--- src/rtl/rgdd_pkg.sv ---
`default_nettype none

package rgdd_pkg;

  localparam int unsigned FIELD_BITS = 64;
  localparam int unsigned NUM_PHASES = 12;

  // group flag bit positions
  localparam int unsigned FB_INFO   = 0;
  localparam int unsigned FB_ODELTA = 1;
  localparam int unsigned FB_BYADD  = 2;
  localparam int unsigned FB_HASADD = 3;

  localparam logic [1:0] ST_OK       = 2'd0;
  localparam logic [1:0] ST_WRONG    = 2'd1;
  localparam logic [1:0] ST_FINISHED = 2'd2;

  localparam logic MODE_WORD = 1'b0;
  localparam logic MODE_TICK = 1'b1;

  typedef enum logic [3:0] {
    P_TOTAL   = 4'd0,
    P_START   = 4'd1,
    P_GSIZE   = 4'd2,
    P_GFLAGS  = 4'd3,
    P_GDELTA  = 4'd4,
    P_GINFO   = 4'd5,
    P_GADDEND = 4'd6,
    P_EOFF    = 4'd7,
    P_EINFO   = 4'd8,
    P_EADD    = 4'd9,
    P_TICK    = 4'd10,
    P_DONE    = 4'd11
  } phase_e;

  typedef struct packed {
    logic                  mode;
    logic [FIELD_BITS-1:0] word;
  } req_t;

  typedef struct packed {
    logic                  rec_valid;
    logic [FIELD_BITS-1:0] rec_offset;
    logic [FIELD_BITS-1:0] rec_info;
    logic [FIELD_BITS-1:0] rec_addend;
    logic                  rec_last;
    logic                  need_word;
    logic [1:0]            status;
  } res_t;

endpackage

`default_nettype wire

--- src/rtl/rgdd_req_if.sv ---
`default_nettype none

interface rgdd_req_if;
  import rgdd_pkg::*;

  logic valid;
  logic ready;
  req_t data;

  modport source (output valid, output data, input ready);
  modport sink (input valid, input data, output ready);
endinterface

`default_nettype wire

--- src/rtl/rgdd_res_if.sv ---
`default_nettype none

interface rgdd_res_if;
  import rgdd_pkg::*;

  logic valid;
  logic ready;
  res_t data;

  modport source (output valid, output data, input ready);
  modport sink (input valid, input data, output ready);
endinterface

`default_nettype wire

--- src/rtl/rgdd_core.sv ---
`default_nettype none

module rgdd_core #(
  parameter int unsigned WORD_BITS = 64
) (
  input  wire logic          clk_i,
  input  wire logic          rst_ni,
  input  wire logic          step_i,
  input  rgdd_pkg::req_t     req_i,
  output rgdd_pkg::res_t     res_o
);
  import rgdd_pkg::*;

  localparam int unsigned W = WORD_BITS;

  typedef struct packed {
    logic   found;
    phase_e ph;
  } hit_t;

  function automatic logic needed(phase_e p, logic [3:0] f);
    logic add_shared;
    logic add_each;
    add_shared = f[FB_HASADD] & f[FB_BYADD];
    add_each   = f[FB_HASADD] & ~f[FB_BYADD];
    case (p)
      P_GDELTA:  return f[FB_ODELTA];
      P_GINFO:   return f[FB_INFO];
      P_GADDEND: return add_shared;
      P_EOFF:    return ~f[FB_ODELTA];
      P_EINFO:   return ~f[FB_INFO];
      P_EADD:    return add_each;
      P_TICK:    return f[FB_ODELTA] & f[FB_INFO] & ~add_each;
      default:   return 1'b0;
    endcase
  endfunction

  // first phase above lo and up to hi that the flags call for
  function automatic hit_t find_after(phase_e lo, phase_e hi, logic [3:0] f);
    hit_t       h;
    logic [3:0] q;
    h.found = 1'b0;
    h.ph    = P_TOTAL;
    for (int i = 0; i < NUM_PHASES; i++) begin
      q = 4'(i);
      if (!h.found && (q > lo) && (q <= hi) && needed(phase_e'(q), f)) begin
        h.found = 1'b1;
        h.ph    = phase_e'(q);
      end
    end
    return h;
  endfunction

  phase_e       phase_q, phase_d;
  logic [W-1:0] total_q, total_d;
  logic [W-1:0] done_q, done_d;
  logic [W-1:0] left_q, left_d;
  logic [3:0]   flags_q, flags_d;
  logic [W-1:0] shared_q, shared_d;
  logic [W-1:0] off_q, off_d;
  logic [W-1:0] info_q, info_d;
  logic [W-1:0] add_q, add_d;

  logic [W-1:0] w;
  logic [3:0]   flags_new;
  logic         hdr;
  logic         elem;
  hit_t         hit_hdr;
  hit_t         hit_elem;
  hit_t         first_new;
  hit_t         first_old;
  res_t         res;

  assign w = req_i.word[W-1:0];

  // flags that hold once the current request is taken
  assign flags_new = (phase_q == P_GFLAGS) ? w[3:0] : flags_q;

  assign hit_hdr   = find_after(phase_q, P_GADDEND, flags_new);
  assign first_new = find_after(P_GADDEND, P_TICK, flags_new);
  assign hit_elem  = find_after(phase_q, P_TICK, flags_q);
  assign first_old = find_after(P_GADDEND, P_TICK, flags_q);

  always_comb begin
    phase_d  = phase_q;
    total_d  = total_q;
    done_d   = done_q;
    left_d   = left_q;
    flags_d  = flags_q;
    shared_d = shared_q;
    off_d    = off_q;
    info_d   = info_q;
    add_d    = add_q;
    hdr      = 1'b0;
    elem     = 1'b0;
    res      = '0;

    if (phase_q >= P_DONE) begin
      res.status = ST_FINISHED;
    end else if (req_i.mode != ((phase_q == P_TICK) ? MODE_TICK : MODE_WORD)) begin
      res.status = ST_WRONG;
    end else begin
      res.status = ST_OK;
      case (phase_q)
        P_TOTAL: begin
          total_d = w;
          phase_d = P_START;
        end
        P_START: begin
          off_d   = w;
          phase_d = (done_q >= total_q) ? P_DONE : P_GSIZE;
        end
        P_GSIZE: begin
          left_d  = w;
          phase_d = P_GFLAGS;
        end
        P_GFLAGS: begin
          flags_d = w[3:0];
          hdr     = 1'b1;
        end
        P_GDELTA: begin
          shared_d = w;
          hdr      = 1'b1;
        end
        P_GINFO: begin
          info_d = w;
          hdr    = 1'b1;
        end
        P_GADDEND: begin
          add_d = add_q + w;
          hdr   = 1'b1;
        end
        P_EOFF: begin
          off_d = off_q + w;
          elem  = 1'b1;
        end
        P_EINFO: begin
          info_d = w;
          elem   = 1'b1;
        end
        P_EADD: begin
          add_d = add_q + w;
          elem  = 1'b1;
        end
        P_TICK: begin
          elem = 1'b1;
        end
        default: begin
        end
      endcase

      if (hdr) begin
        if (hit_hdr.found) begin
          phase_d = hit_hdr.ph;
        end else if (left_q == '0) begin
          phase_d = (done_q >= total_q) ? P_DONE : P_GSIZE;
        end else begin
          phase_d = first_new.ph;
        end
      end

      if (elem) begin
        if (hit_elem.found) begin
          phase_d = hit_elem.ph;
        end else begin
          // shared offset delta never comes with a per-element offset word
          if (flags_q[FB_ODELTA]) begin
            off_d = off_q + shared_q;
          end
          left_d = left_q - W'(1);
          done_d = done_q + W'(1);
          res.rec_valid  = 1'b1;
          res.rec_offset = FIELD_BITS'(off_d);
          res.rec_info   = FIELD_BITS'(info_d);
          res.rec_addend = FIELD_BITS'(add_d);
          if (left_d == '0) begin
            if (done_d >= total_q) begin
              phase_d      = P_DONE;
              res.rec_last = 1'b1;
            end else begin
              phase_d = P_GSIZE;
            end
          end else begin
            phase_d = first_old.ph;
          end
        end
      end
    end

    res.need_word = (phase_d != P_TICK);
  end

  assign res_o = res;

  always_ff @(posedge clk_i or negedge rst_ni) begin
    if (!rst_ni) begin
      phase_q  <= P_TOTAL;
      total_q  <= '0;
      done_q   <= '0;
      left_q   <= '0;
      flags_q  <= '0;
      shared_q <= '0;
      off_q    <= '0;
      info_q   <= '0;
      add_q    <= '0;
    end else if (step_i) begin
      phase_q  <= phase_d;
      total_q  <= total_d;
      done_q   <= done_d;
      left_q   <= left_d;
      flags_q  <= flags_d;
      shared_q <= shared_d;
      off_q    <= off_d;
      info_q   <= info_d;
      add_q    <= add_d;
    end
  end

endmodule

`default_nettype wire

--- src/rtl/relocation_group_delta_decoder_unit.sv ---
// Packed relocation stream decoder. Each request is either a stream word
// (mode 0) or a tick (mode 1) that advances an element carrying no word; every
// request yields exactly one result, whose need_word bit tells the feeder what
// kind of request must come next. Requests pass through an input register and
// the decode plus the update of the running offset, info and addend happen
// combinationally into a result register, so one request is taken per clock
// cycle while the result register is empty or being read. The rate is set by
// the single decode stage, whose state registers are rewritten each time a
// request advances.
// Running values are WORD_BITS wide and are zero-extended on the result port.
`default_nettype none

module relocation_group_delta_decoder_unit #(
  parameter int unsigned WORD_BITS = 64
) (
  input  wire logic  clk_i,
  input  wire logic  rst_ni,
  rgdd_req_if.sink   req,
  rgdd_res_if.source res
);
  import rgdd_pkg::*;

  logic in_vld_q;
  req_t in_q;
  logic out_vld_q;
  res_t out_q;
  res_t res_next;
  logic adv;

  assign adv       = in_vld_q & (~out_vld_q | res.ready);
  assign req.ready = ~in_vld_q | adv;

  always_ff @(posedge clk_i or negedge rst_ni) begin
    if (!rst_ni) begin
      in_vld_q <= 1'b0;
    end else if (req.valid && req.ready) begin
      in_vld_q <= 1'b1;
    end else if (adv) begin
      in_vld_q <= 1'b0;
    end
  end

  always_ff @(posedge clk_i) begin
    if (req.valid && req.ready) begin
      in_q <= req.data;
    end
  end

  rgdd_core #(
    .WORD_BITS(WORD_BITS)
  ) u_core (
    .clk_i (clk_i),
    .rst_ni(rst_ni),
    .step_i(adv),
    .req_i (in_q),
    .res_o (res_next)
  );

  always_ff @(posedge clk_i or negedge rst_ni) begin
    if (!rst_ni) begin
      out_vld_q <= 1'b0;
    end else if (adv) begin
      out_vld_q <= 1'b1;
    end else if (res.ready) begin
      out_vld_q <= 1'b0;
    end
  end

  always_ff @(posedge clk_i) begin
    if (adv) begin
      out_q <= res_next;
    end
  end

  assign res.valid = out_vld_q;
  assign res.data  = out_q;

endmodule

`default_nettype wire

--- src/flat_wrapper.sv ---
// flat-port wrapper written by rule: the top's interface ports become plain ports
module relocation_group_delta_decoder_unit_flat import rgdd_pkg::*;
#(
  parameter int unsigned WORD_BITS = 64
)
  (clk_i, rst_ni, req_valid, req_data, req_ready, res_valid, res_data, res_ready);
  rgdd_req_if req_i ();
  rgdd_res_if res_i ();
  input  wire logic clk_i;
  input  wire logic rst_ni;
  input wire logic [$bits(req_i.valid)-1:0] req_valid;
  input wire logic [$bits(req_i.data)-1:0] req_data;
  output wire logic [$bits(req_i.ready)-1:0] req_ready;
  output wire logic [$bits(res_i.valid)-1:0] res_valid;
  output wire logic [$bits(res_i.data)-1:0] res_data;
  input wire logic [$bits(res_i.ready)-1:0] res_ready;
  assign req_i.valid = req_valid;
  assign req_i.data = req_data;
  assign req_ready = req_i.ready;
  assign res_valid = res_i.valid;
  assign res_data = res_i.data;
  assign res_i.ready = res_ready;
  relocation_group_delta_decoder_unit #(.WORD_BITS(WORD_BITS)) u_core (.clk_i(clk_i), .rst_ni(rst_ni), .req(req_i), .res(res_i));
endmodule
--- config.mk ---
export PLATFORM = sky130hd
export DESIGN_NAME = relocation_group_delta_decoder_unit_flat
export DESIGN_NICKNAME = d
export VERILOG_FILES = /design/src/rtl/rgdd_pkg.sv /design/src/rtl/rgdd_req_if.sv /design/src/rtl/rgdd_res_if.sv /design/src/rtl/rgdd_core.sv /design/src/rtl/relocation_group_delta_decoder_unit.sv /design/src/flat_wrapper.sv
export SDC_FILE = /design/constraint.sdc
export NUM_CORES = 2
export LEC_CHECK = 0
export BUFFER_PORTS_ARGS = -buffer_cell sky130_fd_sc_hd__buf_2
export CORE_UTILIZATION = 50
export CTS_CLUSTER_DIAMETER = 50
export DETAILED_ROUTE_END_ITERATION = 6
export PLACE_DENSITY = 0.75
export SKIP_LAST_GASP = 1
export SLEW_MARGIN = 30
export SYNTH_ARGS = -nofsm -noshare
export SYNTH_HDL_FRONTEND = slang
export SYNTH_SLANG_ARGS = --single-unit
--- constraint.sdc ---
create_clock -name clk_i -period 8.77 [get_ports clk_i]
set_input_delay 2.631 -clock clk_i [delete_from_list [all_inputs] [get_ports clk_i]]
set_output_delay 2.631 -clock clk_i [all_outputs]
set_load 0.02 [all_outputs]
Word-level counts from Yosys, hierarchy flattened --
Cells that the tools add are included.
Word-level totals: bits in registers 720, input port bits 69, output and inout port bits 199, logic and storage cells 181
Cells by class: add/sub/neg operators 5, order comparisons 10, equality and inequality tests 12, multiplexer cells 54, bitwise gates (word level) 25, reductions and logical operators 55
Operator list (count):
- $mux 64 | 8
- $mux 194 | 1
- $add 64x64->64 | 3
- $ge 64x64->1 | 2
- $logic_not 64->1 | 2
- $pmux 64 s2 | 1
- $mux 5 | 16
- $add 64x1->64 const B | 1
- $sub 64x1->64 const B | 1
- $mux 4 | 13
- $logic_and 1x1->1 | 25
- $eq 4x3->1 const B | 4
- $gt 3x4->1 const A | 4
- $logic_not 1->1 | 14
- $mux 1 | 14
- $not 1->1 | 14
- $eq 4x4->1 const B | 3
- $gt 4x4->1 const A | 3
- $pmux 4 s3 | 1
- $reduce_or 4->1 | 3
- $and 1x1->1 | 9
- $eq 4x2->1 const B | 2
- $reduce_and 4->1 | 2
- $reduce_and 5->1 | 1
- other kinds (11) | 14

Depth between registers and ports, before layout --
depth after elaboration 32, mapped depth 26, mapped depth without buffers 24

Cells and area by module --
Synthesis repeated with hierarchy kept, for this count alone.
Second synthesis, totals: cells, all modules 4941, area total of the unflattened synthesis 46309.4 um^2
By module, submodules not included:
- rgdd_core | times used 1, cells an instance 4671, area each 38338.0 um^2
- relocation_group_delta_decoder_unit | times used 1, cells an instance 270, area each 7971.4 um^2

Worst setup path before layout --
OpenSTA, ideal clock, no wires.
path type input port to flip-flop, start input port res_ready, end register u_core.u_core.left_q[55], data arrival time 8.575 ns, path slack 0.117 ns, stages 9, path buffers 2, cell sequence nand2b_1 -> nand2_1 -> inv_1 -> nand2_1 -> clkbuf_1 -> a21oi_1 -> clkbuf_1 -> o22ai_1 -> a21oi_1
On the way: word-level cells in the longest chain between the ends 3
RTL lines:
- start, declared | RTL line flat_wrapper.sv:16 | input wire logic [$bits(res_i.ready)-1:0] res_ready;
- $or 1x1->1 | RTL line relocation_group_delta_decoder_unit.sv:30 | assign adv = in_vld_q & (~out_vld_q | res.ready);
- $and 1x1->1 | RTL line relocation_group_delta_decoder_unit.sv:30
- via u_core.adv | RTL line relocation_group_delta_decoder_unit.sv:28 | logic adv;
- $reduce_and 3->1 (no line)
- end signal, assigned | RTL line rgdd_core.sv:210 | left_q <= left_d;
- end, declared | RTL line rgdd_core.sv:57 | logic [W-1:0] left_q, left_d;
The timed path passes the listed nets, and every way through them passes these cells. A chain may end at the register's enable or synchronous reset.

==> results.md <==
- H-tree levels: 3
- Final Non-Filler Cells: 6417
- Number of routed nets with antenna violations: 0
- Peak VDD IR: 0.000198 V
- Total setup buffers inserted after CTS: 0
- CTS tree: built
- Asr flop ratio synth: 0.636
- Post-synthesis cell type count: 84
- Yosys reg bits: 720
- Crit path DAT: 6.50 ns
- Critical Path End Type: flop
- Area Growth Syn to Fin: 13.1%
- IO buf count: 267
- Post-CTS Hold Fix Bufs: 0
- Crit path kind: reg2reg
- Die height: 306 um
- Die area: 93800 um^2
- Vias in the first global route: 37800
- Root Driver: clkbuf_16
- HPWL after detailed placement: 100 mm
- Share of the synthesized area in the top cell type: 0.248
- Antenna violations before repair: 6
- Num Clock Sinks: 720
- Total iterations of the first detailed-routing run: 6
- DRC: 0
- Clock Skew: 0.0506 ns
- Measured slew at the worst slew-check pin: 1.03 ns
- Die width: 306 um
- Tot Pwr: 19.1 mW
- WL final: 143 mm
- Area contributors post-synth: dfrtp_1, edfxtp_1, ha_1, a21oi_1, mux2_2
- # resized after CTS: 0
- RSZ-0062 raised after global routing: no
- Yosys Warn Count: 0
- Hold Startpoint: u_core.u_core.info_q[1]
- Row cnt: 111
- DP Cell Count: 6232
- PD cells: 364 nW/um^2
- Sequential power share: 0.284
- # IOs: 268
- RR Startpoint: u_core.u_core.done_q[11]
- Synth Net Count: 5376
- Layout net count: 5538
- Hold Path End: u_core.u_core.info_q[1]
- Post-Syn Area: 46300 um^2
- Num CTS Buffers: 97
- Avg Inst Size Synth: 9.29 um^2
- Lkg Pwr: 23.4 nW
- Final hold vios: 0
- Share of cells above drive strength 1: 0.146
- Worst-Skew Late Latency: 0.69 ns
- Max Cap Violations: 0
- P_sw: 8.46 mW
- Combinational share of power: 0.489
- Mapped Cells: 4984
- Seq/Total Area, Yosys: 0.418
- Min-Delay Path Class: reg2reg
- Reg clk slew, reported paths: 0.07 ns
- Fmax: 165 MHz
- Core footprint: 91700 um^2
- Setup TNS: 0 ns
- Hold Crit Depth: 2
- Final slew viol count: 0
- Largest net degree at the start of global routing: 124
- Most frequent cell after synthesis: nand2_1
- DRT iter0 DRCs: 3873
- Drt via density: 6.23
- Final hold slack: 0.490 ns
- Outcome: complete, no violations
- Vias: 40000
- Setup-failing EPs final: 0
- WP data required: 9.21 ns
- Main synth FF type: dfrtp_1
- First-pass GRT wire length: 219 mm
- Crit-path max FO: 10
- RePlAce Congestion: 0.997
- Commonest cells post-synth: nand2_1, a21oi_1, dfrtp_1
- GRT Util Overall: 0.298
- Worst reg2reg setup slack: 2.71 ns
- Switching portion of total power: 0.443
- Int Power: 10.6 mW
- R2r worst-path depth: 24
- Initial core utilization: 0.505
- Overflow after GRT: 0
- Slew margin rel.: 0.305
- Synth area leader: dfrtp_1
- Clock power frac: 0.227
- CTS Buffer Depth: 3
- Number of synthesized flops with an enable pin: 262
- Min Tclk post-route: 6.06 ns
- CP Launch Type: flop
- Reg-to-Reg End: u_core.res.data[2]
- Tcrit/Tclk final: 0.691
- Wire per inst: 22.3 um
==> cell type report <==
cell class,count,area (um^2)
diodes,1,2.50
clock buffers,109,2580
clock inverters,74,1010
fillers,7935,39300
inverters,143,544
multi-input cells,3854,25500
flip-flops and latches,720,19300
well taps,1186,1480
repair buffers,330,1880
==> layer usage <==
metal  wire, um  vias up  GRT usage  part of all wire
li1           -    18600          -                 -
met1      61300    19400      0.412              0.43
met2      64500     1642      0.471              0.45
met3      11600      288     0.0461             0.081
met4       5460        0      0.117             0.038
met5          0        -          0                 0
==> layout by cell type (no fill, tap or decap), types with 62 or more instances in the layout <==
cell / netlist / routed
a211oi_1: 62 / 62
a21o_1: 142 / 141
a21oi_1: 490 / 487
buf_2: 5 / 266
clkbuf_16: 0 / 99
dfrtp_1: 458 / 457
edfxtp_1: 262 / 262
ha_1: 320 / 320
inv_1: 140 / 138
mux2_2: 198 / 198
nand2_1: 570 / 565
nand3_1: 130 / 127
nand4_1: 87 / 87
nor2_1: 401 / 395
nor3_1: 63 / 63
o21ai_0: 350 / 350
o22ai_1: 64 / 64
xnor2_1: 185 / 185
xor2_1: 131 / 131
==> worst max-delay path: stages (launching register included) <==
cell      delay (ns)
dfrtp_1         0.46
nand4_1         0.26
nor4_1          0.32
nand2_1         0.13
nor2_1          0.52
and4_1          0.35
and3_1          0.25
and3_1          0.29
nand3_1         0.20
nor2_1          0.35
nand2_1         0.12
xnor2_1         0.15
ha_1            0.18
a21o_1          0.15
a21o_1          0.17
a211oi_1        0.24
o21a_1          0.17
o21bai_1        0.09
nor3_1          0.18
a21oi_1         0.11
inv_1           0.12
nand4_1         0.12
a311oi_1        0.35
a21oi_1         0.09
a2111o_1        0.43
==> kinds of logic after synthesis <==
kind of cell / count (synthesis) / share of synthesized area
compound gates: 1475 / 0.197
xor+xnor: 316 / 0.0598
fa+ha+maj: 323 / 0.0878
buf+inv: 410 / 0.0336
flops: 720 / 0.418
mux: 232 / 0.0555
simple gates: 1508 / 0.149
==> how the worst max path moves through the flow <==
stage	from	end	slack, ns	depth (start not counted)
final	u_core.u_core.done_q[11]	u_core.res.data[2]	2.71	24
after global routing	u_core.u_core.done_q[11]	u_core.res.data[2]	2.22	24
after CTS	u_core.u_core.done_q[11]	u_core.res.data[2]	2.76	24
after detailed placement	res_ready	u_core.u_core.off_q[44]	2.59	9
after global placement	res_ready	u_core.u_core.off_q[44]	2.72	9
after floorplan	res_ready	u_core.u_core.left_q[55]	0.12	9
==> flip-flops by register name, indices dropped and copies added (netlist names) <==
| register | cells |
|---|---|
| u_core.in_vld_q | 1 |
| u_core.u_core.info_q | 64 |
| u_core.u_core.phase_q | 4 |
| u_core.in_q | 65 |
| u_core.u_core.done_q | 64 |
| u_core.u_core.add_q | 64 |
| u_core.res.data | 197 |
| u_core.u_core.total_q | 64 |
| u_core.u_core.shared_q | 64 |
| u_core.u_core.left_q | 64 |
| u_core.res.valid | 1 |
| u_core.u_core.flags_q | 4 |
| u_core.u_core.off_q | 64 |
==> stage by stage <==
step / util / worst slack (ns) / area, um^2
final: 0.571 / 2.71 / 52400
after global routing: 0.571 / 2.22 / 52400
after CTS: 0.571 / 2.76 / 52300
after detailed placement: 0.532 / 2.59 / 48700
after global placement: 0.531 / 2.72 / 48700
after floorplan: - / 0.117 / 46300
==> power by group through the flow <==
stage | clock network (mW) | registers, mW | logic (mW)
detailed placement | 0 | 5.43 | 9.07
finish | 4.33 | 5.43 | 9.32
global route | 4.53 | 5.53 | 10.2
CTS | 4.38 | 5.39 | 9.17
global placement | 0 | 5.40 | 8.97
floorplan | 0 | 5.29 | 6.72
Note: power is estimated with default switching activity, not from simulation.
